**config.mk**
```make
export PLATFORM = sky130hd
export DESIGN_NAME = sorted_timer_queue_unit
export DESIGN_NICKNAME = d
export VERILOG_FILES = /design/src/stq_pkg.sv /design/src/stq_ctrl.sv /design/src/stq_datapath.sv /design/src/sorted_timer_queue_unit.sv
export SDC_FILE = /design/constraint.sdc
export NUM_CORES = 2
export LEC_CHECK = 0
export ABC_AREA = 0
export BUFFER_PORTS_ARGS = -buffer_cell sky130_fd_sc_hd__buf_4
export CAP_MARGIN = 10
export CORE_MARGIN = 5
export CORE_UTILIZATION = 55
export CTS_BUF_LIST = sky130_fd_sc_hd__clkbuf_8
export DETAILED_ROUTE_END_ITERATION = 8
export GPL_TIMING_DRIVEN = 0
export PLACE_DENSITY = 0.73
export SLEW_MARGIN = 40
export SYNTH_ARGS = -nofsm -noshare
export SYNTH_HDL_FRONTEND = slang
export SYNTH_SLANG_ARGS = --single-unit
```
**constraint.sdc**
```tcl
create_clock -name clk_i -period 27.3 [get_ports clk_i]
set_input_delay 5.46 -clock clk_i [delete_from_list [all_inputs] [get_ports clk_i]]
set_output_delay 5.46 -clock clk_i [all_outputs]
set_load 0.02 [all_outputs]
```
**src/stq_pkg.sv**
```systemverilog
// Shared types, constants and codes for the sorted timer queue.
`default_nettype none

package stq_pkg;

  localparam int unsigned MAX_TIMERS_DEF = 16;
  localparam int unsigned RESULT_CAP     = 16;
  localparam int unsigned RES_CNT_W      = $clog2(RESULT_CAP + 1);

  localparam int unsigned MODE_W  = 3;
  localparam int unsigned TIME_W  = 32;
  localparam int unsigned DELAY_W = 24;
  localparam int unsigned TAG_W   = 8;
  localparam int unsigned ID_W    = 16;
  localparam int unsigned REM_W   = 25;
  localparam int unsigned STAT_W  = 2;

  localparam logic [DELAY_W-1:0] REMAIN_MAX = '1;

  typedef enum logic [MODE_W-1:0] {
    MODE_ADD     = 3'd0,
    MODE_CANCEL  = 3'd1,
    MODE_EXPIRE  = 3'd2,
    MODE_QUERY   = 3'd3,
    MODE_CLR_ALL = 3'd4
  } mode_e;

  typedef enum logic [STAT_W-1:0] {
    STS_OK      = 2'd0,
    STS_FULL    = 2'd1,
    STS_BAD_ID  = 2'd2,
    STS_NOT_DUE = 2'd3
  } status_e;

  typedef struct packed {
    logic [TIME_W-1:0] deadline;
    logic [ID_W-1:0]   ident;
    logic [TAG_W-1:0]  tag;
  } entry_t;

  // datapath operations issued by the controller
  typedef enum logic [3:0] {
    OP_IDLE,
    OP_LOAD,
    OP_READ,
    OP_SHIFT_RD,
    OP_CLOSE_RD,
    OP_FIND_EV,
    OP_SHIFT_WR,
    OP_INSERT,
    OP_SRCH_EV,
    OP_CLOSE_WR,
    OP_DROP,
    OP_EXP_EV,
    OP_EXP_END,
    OP_QUERY,
    OP_CLEAR,
    OP_REPLY
  } op_e;

  typedef enum logic [3:0] {
    S_IDLE,
    S_DECODE,
    S_FIND,
    S_FIND_RD,
    S_SH_RD,
    S_SH_WR,
    S_INSERT,
    S_SRCH,
    S_SRCH_RD,
    S_CL_RD,
    S_CL_WR,
    S_DROP,
    S_EXP,
    S_EXP_RD,
    S_EXP_END,
    S_QUERY
  } state_e;

  typedef struct packed {
    op_e     op;
    status_e rsts;
  } stq_cmd_t;

  typedef struct packed {
    mode_e mode;
    logic  cnt_zero;
    logic  cnt_full;
    logic  target_zero;
    logic  find_hit;
    logic  id_hit;
    logic  idx_last;
    logic  sh_more;
    logic  cl_more;
  } stq_stat_t;

endpackage

`default_nettype wire

```
**src/stq_ctrl.sv**
```systemverilog
// Request sequencer of the sorted timer queue: walks the table via datapath ops.
`default_nettype none

module stq_ctrl (
  input  wire logic              clk_i,
  input  wire logic              rst_ni,
  input  wire logic              start_i,
  input  wire stq_pkg::stq_stat_t stat_i,
  output stq_pkg::stq_cmd_t      cmd_o,
  output logic                   busy_o
);
  import stq_pkg::*;

  state_e state_q, state_d;

  always_ff @(posedge clk_i or negedge rst_ni) begin
    if (!rst_ni) begin
      state_q <= S_IDLE;
    end else begin
      state_q <= state_d;
    end
  end

  // next state
  always_comb begin
    state_d = state_q;
    case (state_q)
      S_IDLE: begin
        if (start_i) state_d = S_DECODE;
      end
      S_DECODE: begin
        case (stat_i.mode)
          MODE_ADD: begin
            if (stat_i.cnt_full || stat_i.cnt_zero) state_d = S_IDLE;
            else state_d = S_FIND;
          end
          MODE_CANCEL: begin
            if (stat_i.target_zero || stat_i.cnt_zero) state_d = S_IDLE;
            else state_d = S_SRCH;
          end
          MODE_EXPIRE: begin
            if (stat_i.cnt_zero) state_d = S_IDLE;
            else state_d = S_EXP;
          end
          MODE_QUERY: state_d = S_QUERY;
          default:    state_d = S_IDLE;
        endcase
      end
      S_FIND: begin
        if (stat_i.find_hit) state_d = S_SH_RD;
        else if (stat_i.idx_last) state_d = S_INSERT;
        else state_d = S_FIND_RD;
      end
      S_FIND_RD: state_d = S_FIND;
      S_SH_RD:   state_d = S_SH_WR;
      S_SH_WR: begin
        if (stat_i.sh_more) state_d = S_SH_RD;
        else state_d = S_INSERT;
      end
      S_INSERT: state_d = S_IDLE;
      S_SRCH: begin
        if (stat_i.id_hit && stat_i.idx_last) state_d = S_DROP;
        else if (stat_i.id_hit) state_d = S_CL_RD;
        else if (stat_i.idx_last) state_d = S_IDLE;
        else state_d = S_SRCH_RD;
      end
      S_SRCH_RD: state_d = S_SRCH;
      S_CL_RD:   state_d = S_CL_WR;
      S_CL_WR: begin
        if (stat_i.cl_more) state_d = S_CL_RD;
        else state_d = S_DROP;
      end
      S_DROP: state_d = S_IDLE;
      S_EXP: begin
        if (stat_i.idx_last) state_d = S_EXP_END;
        else state_d = S_EXP_RD;
      end
      S_EXP_RD:  state_d = S_EXP;
      S_EXP_END: state_d = S_IDLE;
      S_QUERY:   state_d = S_IDLE;
      default:   state_d = S_IDLE;
    endcase
  end

  // datapath commands
  always_comb begin
    cmd_o.op   = OP_IDLE;
    cmd_o.rsts = STS_OK;
    case (state_q)
      S_IDLE: begin
        if (start_i) cmd_o.op = OP_LOAD;
      end
      S_DECODE: begin
        case (stat_i.mode)
          MODE_ADD: begin
            if (stat_i.cnt_full) begin
              cmd_o.op   = OP_REPLY;
              cmd_o.rsts = STS_FULL;
            end else if (stat_i.cnt_zero) begin
              cmd_o.op = OP_INSERT;
            end else begin
              cmd_o.op = OP_READ;
            end
          end
          MODE_CANCEL: begin
            if (stat_i.target_zero || stat_i.cnt_zero) begin
              cmd_o.op   = OP_REPLY;
              cmd_o.rsts = STS_BAD_ID;
            end else begin
              cmd_o.op = OP_READ;
            end
          end
          MODE_EXPIRE: begin
            if (stat_i.cnt_zero) begin
              cmd_o.op   = OP_REPLY;
              cmd_o.rsts = STS_NOT_DUE;
            end else begin
              cmd_o.op = OP_READ;
            end
          end
          MODE_QUERY:   cmd_o.op = OP_READ;
          MODE_CLR_ALL: cmd_o.op = OP_CLEAR;
          default: begin
            cmd_o.op   = OP_REPLY;
            cmd_o.rsts = STS_BAD_ID;
          end
        endcase
      end
      S_FIND:    cmd_o.op = OP_FIND_EV;
      S_FIND_RD: cmd_o.op = OP_READ;
      S_SH_RD:   cmd_o.op = OP_SHIFT_RD;
      S_SH_WR:   cmd_o.op = OP_SHIFT_WR;
      S_INSERT:  cmd_o.op = OP_INSERT;
      S_SRCH:    cmd_o.op = OP_SRCH_EV;
      S_SRCH_RD: cmd_o.op = OP_READ;
      S_CL_RD:   cmd_o.op = OP_CLOSE_RD;
      S_CL_WR:   cmd_o.op = OP_CLOSE_WR;
      S_DROP:    cmd_o.op = OP_DROP;
      S_EXP:     cmd_o.op = OP_EXP_EV;
      S_EXP_RD:  cmd_o.op = OP_READ;
      S_EXP_END: cmd_o.op = OP_EXP_END;
      S_QUERY:   cmd_o.op = OP_QUERY;
      default:   cmd_o.op = OP_IDLE;
    endcase
  end

  assign busy_o = (state_q != S_IDLE);

endmodule

`default_nettype wire

```
**src/stq_datapath.sv**
```systemverilog
// Timer table memory, walk counters and result registers of the sorted timer queue.
`default_nettype none

module stq_datapath #(
  parameter int unsigned MAX_TIMERS = stq_pkg::MAX_TIMERS_DEF
) (
  input  wire logic                         clk_i,
  input  wire logic                         rst_ni,
  input  wire stq_pkg::stq_cmd_t            cmd_i,
  output stq_pkg::stq_stat_t                stat_o,
  input  wire logic [stq_pkg::MODE_W-1:0]   mode_i,
  input  wire logic [stq_pkg::TIME_W-1:0]   now_ms_i,
  input  wire logic [stq_pkg::DELAY_W-1:0]  delay_ms_i,
  input  wire logic [stq_pkg::TAG_W-1:0]    callback_tag_i,
  input  wire logic [stq_pkg::ID_W-1:0]     target_id_i,
  output logic                              result_valid_o,
  output logic [stq_pkg::STAT_W-1:0]        status_o,
  output logic [stq_pkg::ID_W-1:0]          timer_ident_o,
  output logic [stq_pkg::TAG_W-1:0]         expired_tag_o,
  output logic signed [stq_pkg::REM_W-1:0]  remaining_ms_o,
  output logic                              last_o
);
  import stq_pkg::*;

  localparam int unsigned IDX_W = (MAX_TIMERS > 1) ? $clog2(MAX_TIMERS) : 1;
  localparam int unsigned CNT_W = $clog2(MAX_TIMERS + 1);
  localparam logic [CNT_W-1:0] CNT_MAX = CNT_W'(MAX_TIMERS);
  localparam logic [RES_CNT_W-1:0] RES_CAP = RES_CNT_W'(RESULT_CAP);

  // latched request
  logic [MODE_W-1:0]  mode_q, mode_d;
  logic [TIME_W-1:0]  now_q, now_d;
  logic [TIME_W-1:0]  dl_q, dl_d;
  logic [TAG_W-1:0]   tag_q, tag_d;
  logic [ID_W-1:0]    target_q, target_d;

  // table control
  logic [CNT_W-1:0]     count_q, count_d;
  logic [ID_W-1:0]      id_ctr_q, id_ctr_d;
  logic [CNT_W-1:0]     idx_q, idx_d;
  logic [CNT_W-1:0]     pos_q, pos_d;
  logic [CNT_W-1:0]     keep_q, keep_d;
  logic [RES_CNT_W-1:0] nres_q, nres_d;
  logic                 pend_v_q, pend_v_d;
  logic [ID_W-1:0]      pend_id_q, pend_id_d;
  logic [TAG_W-1:0]     pend_tag_q, pend_tag_d;

  // result register
  logic               res_valid_q, res_valid_d;
  status_e            res_status_q, res_status_d;
  logic [ID_W-1:0]    res_ident_q, res_ident_d;
  logic [TAG_W-1:0]   res_tag_q, res_tag_d;
  logic [REM_W-1:0]   res_remain_q, res_remain_d;
  logic               res_last_q, res_last_d;

  // table memory
  entry_t             mem_q [MAX_TIMERS];
  entry_t             rd_q;
  entry_t             wr_data;
  logic               wr_en, rd_en;
  logic [IDX_W-1:0]   wr_addr, rd_addr;

  logic [CNT_W:0]     idx_p1, idx_p2, pos_p1;
  logic [CNT_W-1:0]   idx_m1;
  logic [TIME_W-1:0]  diff_dl, diff_now;
  logic               find_hit, id_hit, due, exp_take, idx_last;
  logic [ID_W-1:0]    new_id;

  assign idx_p1   = {1'b0, idx_q} + 1'b1;
  assign idx_p2   = {1'b0, idx_q} + 2'd2;
  assign pos_p1   = {1'b0, pos_q} + 1'b1;
  assign idx_m1   = idx_q - 1'b1;
  assign idx_last = (idx_p1 == {1'b0, count_q});

  // wrap-safe compares against the entry just read
  assign diff_dl  = dl_q - rd_q.deadline;
  assign diff_now = rd_q.deadline - now_q;
  assign find_hit = diff_dl[TIME_W-1];
  assign due      = (diff_now == '0) || diff_now[TIME_W-1];
  assign exp_take = due && (nres_q < RES_CAP);
  assign id_hit   = (rd_q.ident == target_q);
  assign new_id   = id_ctr_q + 1'b1;

  always_comb begin
    mode_d     = mode_q;
    now_d      = now_q;
    dl_d       = dl_q;
    tag_d      = tag_q;
    target_d   = target_q;
    count_d    = count_q;
    id_ctr_d   = id_ctr_q;
    idx_d      = idx_q;
    pos_d      = pos_q;
    keep_d     = keep_q;
    nres_d     = nres_q;
    pend_v_d   = pend_v_q;
    pend_id_d  = pend_id_q;
    pend_tag_d = pend_tag_q;

    wr_en   = 1'b0;
    wr_addr = idx_q[IDX_W-1:0];
    wr_data = rd_q;
    rd_en   = 1'b0;
    rd_addr = idx_q[IDX_W-1:0];

    res_valid_d  = 1'b0;
    res_status_d = STS_OK;
    res_ident_d  = '0;
    res_tag_d    = '0;
    res_remain_d = '0;
    res_last_d   = 1'b1;

    case (cmd_i.op)
      OP_LOAD: begin
        mode_d   = mode_i;
        now_d    = now_ms_i;
        dl_d     = now_ms_i + TIME_W'(delay_ms_i);
        tag_d    = callback_tag_i;
        target_d = target_id_i;
        idx_d    = '0;
        pos_d    = count_q;
        keep_d   = '0;
        nres_d   = '0;
        pend_v_d = 1'b0;
      end
      OP_READ: begin
        rd_en = 1'b1;
      end
      OP_SHIFT_RD: begin
        rd_en   = 1'b1;
        rd_addr = idx_m1[IDX_W-1:0];
      end
      OP_CLOSE_RD: begin
        rd_en   = 1'b1;
        rd_addr = idx_p1[IDX_W-1:0];
      end
      OP_FIND_EV: begin
        if (find_hit) begin
          pos_d = idx_q;
          idx_d = count_q;
        end else if (idx_last) begin
          idx_d = count_q;
        end else begin
          idx_d = idx_p1[CNT_W-1:0];
        end
      end
      OP_SHIFT_WR: begin
        wr_en = 1'b1;
        idx_d = idx_m1;
      end
      OP_INSERT: begin
        wr_en       = 1'b1;
        wr_addr     = pos_q[IDX_W-1:0];
        wr_data     = '{deadline: dl_q, ident: new_id, tag: tag_q};
        id_ctr_d    = new_id;
        count_d     = count_q + 1'b1;
        res_valid_d = 1'b1;
        res_ident_d = new_id;
      end
      OP_SRCH_EV: begin
        if (!id_hit) begin
          idx_d = idx_p1[CNT_W-1:0];
          if (idx_last) begin
            res_valid_d  = 1'b1;
            res_status_d = STS_BAD_ID;
          end
        end
      end
      OP_CLOSE_WR: begin
        wr_en = 1'b1;
        idx_d = idx_p1[CNT_W-1:0];
      end
      OP_DROP: begin
        count_d     = count_q - 1'b1;
        res_valid_d = 1'b1;
      end
      OP_EXP_EV: begin
        // a held result goes out once the next due entry shows it was not last
        if (exp_take) begin
          if (pend_v_q) begin
            res_valid_d = 1'b1;
            res_ident_d = pend_id_q;
            res_tag_d   = pend_tag_q;
            res_last_d  = 1'b0;
          end
          pend_v_d   = 1'b1;
          pend_id_d  = rd_q.ident;
          pend_tag_d = rd_q.tag;
          nres_d     = nres_q + 1'b1;
        end else begin
          wr_en   = 1'b1;
          wr_addr = keep_q[IDX_W-1:0];
          keep_d  = keep_q + 1'b1;
        end
        idx_d = idx_p1[CNT_W-1:0];
      end
      OP_EXP_END: begin
        count_d     = keep_q;
        res_valid_d = 1'b1;
        if (pend_v_q) begin
          res_ident_d = pend_id_q;
          res_tag_d   = pend_tag_q;
        end else begin
          res_status_d = STS_NOT_DUE;
        end
      end
      OP_QUERY: begin
        res_valid_d = 1'b1;
        if (count_q == '0) begin
          res_remain_d = '1;
        end else if (diff_now[TIME_W-1]) begin
          res_remain_d = '0;
        end else if (|diff_now[TIME_W-1:DELAY_W]) begin
          res_remain_d = {1'b0, REMAIN_MAX};
        end else begin
          res_remain_d = {1'b0, diff_now[DELAY_W-1:0]};
        end
      end
      OP_CLEAR: begin
        count_d     = '0;
        id_ctr_d    = ID_W'(1);
        res_valid_d = 1'b1;
      end
      OP_REPLY: begin
        res_valid_d  = 1'b1;
        res_status_d = cmd_i.rsts;
      end
      default: begin
      end
    endcase
  end

  always_ff @(posedge clk_i or negedge rst_ni) begin
    if (!rst_ni) begin
      count_q     <= '0;
      id_ctr_q    <= ID_W'(1);
      idx_q       <= '0;
      pos_q       <= '0;
      keep_q      <= '0;
      nres_q      <= '0;
      pend_v_q    <= 1'b0;
      res_valid_q <= 1'b0;
    end else begin
      count_q     <= count_d;
      id_ctr_q    <= id_ctr_d;
      idx_q       <= idx_d;
      pos_q       <= pos_d;
      keep_q      <= keep_d;
      nres_q      <= nres_d;
      pend_v_q    <= pend_v_d;
      res_valid_q <= res_valid_d;
    end
  end

  always_ff @(posedge clk_i) begin
    mode_q       <= mode_d;
    now_q        <= now_d;
    dl_q         <= dl_d;
    tag_q        <= tag_d;
    target_q     <= target_d;
    pend_id_q    <= pend_id_d;
    pend_tag_q   <= pend_tag_d;
    res_status_q <= res_status_d;
    res_ident_q  <= res_ident_d;
    res_tag_q    <= res_tag_d;
    res_remain_q <= res_remain_d;
    res_last_q   <= res_last_d;
  end

  always_ff @(posedge clk_i) begin
    if (wr_en) mem_q[wr_addr] <= wr_data;
    if (rd_en) rd_q <= mem_q[rd_addr];
  end

  assign stat_o.mode        = mode_e'(mode_q);
  assign stat_o.cnt_zero    = (count_q == '0);
  assign stat_o.cnt_full    = (count_q >= CNT_MAX);
  assign stat_o.target_zero = (target_q == '0);
  assign stat_o.find_hit    = find_hit;
  assign stat_o.id_hit      = id_hit;
  assign stat_o.idx_last    = idx_last;
  assign stat_o.sh_more     = ({1'b0, idx_q} > pos_p1);
  assign stat_o.cl_more     = (idx_p2 < {1'b0, count_q});

  assign result_valid_o = res_valid_q;
  assign status_o       = res_status_q;
  assign timer_ident_o  = res_ident_q;
  assign expired_tag_o  = res_tag_q;
  assign remaining_ms_o = res_remain_q;
  assign last_o         = res_last_q;

  a_count_bound: assert property (@(posedge clk_i) disable iff (!rst_ni)
    count_q <= CNT_MAX)
    else $error("entry count above table size");

  a_res_cap: assert property (@(posedge clk_i) disable iff (!rst_ni)
    nres_q <= RES_CAP)
    else $error("expire reported more than the cap");

  a_insert_ok: assert property (@(posedge clk_i) disable iff (!rst_ni)
    cmd_i.op == OP_INSERT |=> res_valid_q && res_status_q == STS_OK && res_last_q)
    else $error("insert did not report success");

  a_mid_result: assert property (@(posedge clk_i) disable iff (!rst_ni)
    res_valid_q && !res_last_q |-> res_status_q == STS_OK && pend_v_q)
    else $error("non-final result outside an expire run");

endmodule

`default_nettype wire

```
**src/sorted_timer_queue_unit.sv**
```systemverilog
// Top level of the sorted timer queue: controller plus table datapath.
//
// Usage: drive mode_i and its operand fields with start_i high; the request
// is taken at a clock edge where start_i is high and busy_o is low. busy_o
// stays high while the request walks the table. Each result appears on the
// result ports for exactly one cycle with result_valid_o high; last_o marks
// the final result of the request. The receiver cannot stall: results must
// be captured when the strobe is high.
// Add, cancel, query, cancel-all and bad modes give one result; expire gives
// one result per due entry (at most 16) or a single "nothing due" result.
// Each table entry is first read from the table memory into a register and
// then compared or moved. Add walks the entries up to its slot, then shifts
// the later ones; cancel walks up to the match, then closes the gap; expire
// walks every entry; query reads only the first entry.
// A new request can be taken in the cycle its predecessor's last result is
// shown. Reset empties the table and sets the id counter to one; table
// contents are not cleared, only the count.
`default_nettype none

module sorted_timer_queue_unit #(
  parameter int unsigned MAX_TIMERS = stq_pkg::MAX_TIMERS_DEF
) (
  input  wire logic                         clk_i,
  input  wire logic                         rst_ni,
  input  wire logic                         start_i,
  output logic                              busy_o,
  input  wire logic [stq_pkg::MODE_W-1:0]   mode_i,
  input  wire logic [stq_pkg::TIME_W-1:0]   now_ms_i,
  input  wire logic [stq_pkg::DELAY_W-1:0]  delay_ms_i,
  input  wire logic [stq_pkg::TAG_W-1:0]    callback_tag_i,
  input  wire logic [stq_pkg::ID_W-1:0]     target_id_i,
  output logic                              result_valid_o,
  output logic [stq_pkg::STAT_W-1:0]        status_o,
  output logic [stq_pkg::ID_W-1:0]          timer_ident_o,
  output logic [stq_pkg::TAG_W-1:0]         expired_tag_o,
  output logic signed [stq_pkg::REM_W-1:0]  remaining_ms_o,
  output logic                              last_o
);
  import stq_pkg::*;

  stq_cmd_t  cmd;
  stq_stat_t stat;

  stq_ctrl u_ctrl (
    .clk_i   (clk_i),
    .rst_ni  (rst_ni),
    .start_i (start_i),
    .stat_i  (stat),
    .cmd_o   (cmd),
    .busy_o  (busy_o)
  );

  stq_datapath #(
    .MAX_TIMERS (MAX_TIMERS)
  ) u_datapath (
    .clk_i          (clk_i),
    .rst_ni         (rst_ni),
    .cmd_i          (cmd),
    .stat_o         (stat),
    .mode_i         (mode_i),
    .now_ms_i       (now_ms_i),
    .delay_ms_i     (delay_ms_i),
    .callback_tag_i (callback_tag_i),
    .target_id_i    (target_id_i),
    .result_valid_o (result_valid_o),
    .status_o       (status_o),
    .timer_ident_o  (timer_ident_o),
    .expired_tag_o  (expired_tag_o),
    .remaining_ms_o (remaining_ms_o),
    .last_o         (last_o)
  );

endmodule

`default_nettype wire

```
==> results.json <==
{
  "timing.final.crit_share_pct": 31.42,
  "cp_max_fo": 4,
  "worst_setup_path_end_kind": "register",
  "cts_setup_buffers": 0,
  "startpoint_type": "input port",
  "min_from": "u_datapath.pend_id_q[9]",
  "placementRows": 109,
  "synth-seq-cells": 1166,
  "cts.htree.levels": 4,
  "synth_top_family_by_area": "multiplexers",
  "ys.flop_type": "edfxtp_1",
  "ys.warnings.count": 0,
  "drt_iter0_markers": 3310,
  "initial_core_util_pct": 55.56,
  "worst_slack_ns": 18.72,
  "synth_xor_area_share_pct": 1.941,
  "cts-root-buf": "clkbuf_8",
  "fillers": 6021,
  "finalMaxSlewViolations": 0,
  "layout-drive-gt1-share_pct": 25.88,
  "drc": 0,
  "cts_sinks": 1166,
  "fp.dieW_um": 309.0,
  "ant_nets": 0,
  "holdBufCountCts": 0,
  "power_frac_seq_pct": 39.1,
  "pin_count": 140,
  "rsz0062_at_grt": "no",
  "drt-met1-wl_um": 47760,
  "setup_violations": 0,
  "fin_crit_ns": 8.578,
  "routed-wl-met2_um": 57980,
  "top_layer": "met4",
  "internal_power_uw": 4516,
  "die_h_um": 309.0,
  "worstPathArrival_ns": 9.14,
  "met3WireLength_um": 10710,
  "grt_start_max_net_pins": 65,
  "finalSetupTns_ns": 0,
  "place_ws_ns": 17.97,
  "synth-compound-area-share_pct": 5.529,
  "finalNetCount": 3478,
  "grt_pass1_vias": 28613,
  "synthArstFlopShare_pct": 4.031,
  "grt_pass1_wl_um": 179300,
  "cts_buffers": 180,
  "synth_fa_ha_area_share_pct": 2.844,
  "routed_wl_um": 120700,
  "vdd_drop_max_v": 0.00006625,
  "core_um2": 88510,
  "hold_viol": 0,
  "power_switching_uw": 2601,
  "syn_nets": 3051,
  "relSlewSlack_pct": 36.46,
  "synth_top_area_share_pct": 65.15,
  "ctsResizeCount": 0,
  "tightest_slew_ns": 0.9531,
  "finish.utilization_pct": 63.82,
  "leakagePower_uw": 0.02016,
  "synth.distinct_cells": 87,
  "drtPass1Iterations": 7,
  "grt_use_total_pct": 25.42,
  "grt_remaining_overflow": 0,
  "dieArea_um2": 95500,
  "crit_start": "now_ms_i[0]",
  "yosys.area_share.simple_pct": 5.147,
  "synth_top_cell_by_area": "edfxtp_1",
  "antenna_found_initial": 3,
  "dp_hpwl_um": 82080,
  "crit_required_ns": 27.86,
  "ys_seq_area_share_pct": 69.66,
  "muxShareOfSynthArea_pct": 13.10,
  "synthCells": 2855,
  "cts_tree": "yes",
  "clock_latency_ns": 0.86,
  "synth_edf_count": 1067,
  "io_buffers": 139,
  "routed_via_density": 6.158,
  "syn_avg_cell_area_um2": 17.23,
  "hp-class": "reg2reg",
  "clk_path_buf_depth": 3,
  "share_comb_of_total_power_pct": 41.6,
  "powerDensity_nw_per_um2": 126.0,
  "r2r-start": "u_datapath.rd_q[24]",
  "num_vias": 28288,
  "clkPwrFrac_pct": 19.3,
  "clk_pin_slew_ns": 0.06,
  "synth.cell_area_um2": 49180,
  "area_growth_pct": 14.87,
  "fmax_mhz": 116.6,
  "fin_skew_ns": 0.05843,
  "criticalPathCategory": "in2reg",
  "switching_share_pct": 36.55,
  "cap_violations": 0,
  "synth_commonest_cells": "1067 x edfxtp_1, 280 x mux4_2, 177 x nand2_1",
  "gp_congestion": 0.8957,
  "yosysMostFrequentCell": "edfxtp_1",
  "outcome": "finished clean",
  "wire_per_inst_um": 26.26,
  "synth_area_leaders": "edfxtp_1 65%, mux4_2 13%, ha_1 2.7%"
}
worst max-delay path: stages:
cell	delay, ns
buf_4	0.12
ha_1	0.20
inv_1	0.07
fa_1	0.19
nor2b_1	0.07
o31a_1	0.30
o31a_1	0.30
o211ai_1	0.17
nand2_1	0.14
a221oi_1	0.61
o21ai_0	0.32
o41a_1	0.41
a41oi_1	0.28
a211o_1	0.26
nor2_1	0.08
xor2_1	0.15
cells by family after synthesis:
group                    after synthesis
adder cells (fa/ha/maj)              110
flip-flops                          1166
buffers and inverters                226
AND/OR/NAND/NOR                      537
XOR/XNOR                             109
multiplexers                         293
AO/OA/AOI/OAI                        414
cell usage in the layout (no fill, tap or decap), drive strengths merged, types with 32 or more instances in the layout:
master,n
edfxtp,1067
clkbuf,289
mux4,280
buf,272
nand2,178
inv,168
nor2,138
a21oi,110
ha,107
o21ai,107
xnor2,71
clkinv,63
a21o,62
dfxtp,52
dfrtp,46
nand3,40
xor2,38
nor3,32
area by class of cell:
cell class	count	area [µm²]	area share [%]
sequential	1166	34260	60.65
multi-input combinational	1463	14310	25.33
clock buffer	187	2574	4.556
timing repair buffer	245	2142	3.792
tap	1165	1458	2.580
clock inverter	141	810.8	1.435
buffer	129	563.0	0.9967
inverter	97	371.6	0.6578
antenna	1	2.502	0.004430
metrics by stage:
stage / std cells / power, µW / hold slack [ns] / cell area, µm²
global placement: 4159 / 5555 / 0.4337 / 51680
floorplan: 2855 / 4704 / 0.4157 / 49180
detailed placement: 4265 / 5752 / 0.4309 / 53040
CTS: 4593 / 7121 / 0.4455 / 56430
global route: 4594 / 7454 / 0.4525 / 56490
finish: 4594 / 7117 / 0.4336 / 56490
routing by layer:
metal / GRT usage, % / vias to the layer above
li1: - / 12245
met1: 35.58 / 14363
met2: 40.63 / 1457
met3: 5.032 / 223
met4: 9.196 / 0
met5: 0 / -
path summary, 6_finish.rpt:
kind                                                    end  slack [ns]  cells past startpoint
worst max-delay path                    u_datapath.dl_q[26]       18.72                     16
min in group asynchronous                 u_ctrl.state_q[1]        4.62                      1
worst min-delay path            u_datapath.timer_ident_o[9]        0.43                      1
worst max register to register     u_datapath.mem_q[15][47]       20.17                     23
worst min register to register  u_datapath.timer_ident_o[9]        0.43                      1
max in group asynchronous           u_datapath.id_ctr_q[13]       22.16                      1
registers in the layout, indices dropped and copies added, names as in the netlist, 25 cells and up:
signal                     flops
u_datapath.dl_q               32
u_datapath.now_q              32
u_datapath.remaining_ms_o     25
u_datapath.rd_q               56
u_datapath.mem_q             896
power by group through the flow:
| stage | registers (µW) | clock network (µW) | logic (µW) |
|---|---|---|---|
| 2_1_floorplan | 2790 | 0 | 1920 |
| 3_3_place_gp | 2870 | 0 | 2690 |
| 3_5_place_dp | 2820 | 0 | 2940 |
| 4_1_cts | 2780 | 1390 | 2950 |
| 5_1_grt | 2800 | 1480 | 3170 |
| 6_report | 2780 | 1370 | 2960 |
No activity file was read; power rests on OpenSTA's default activity.
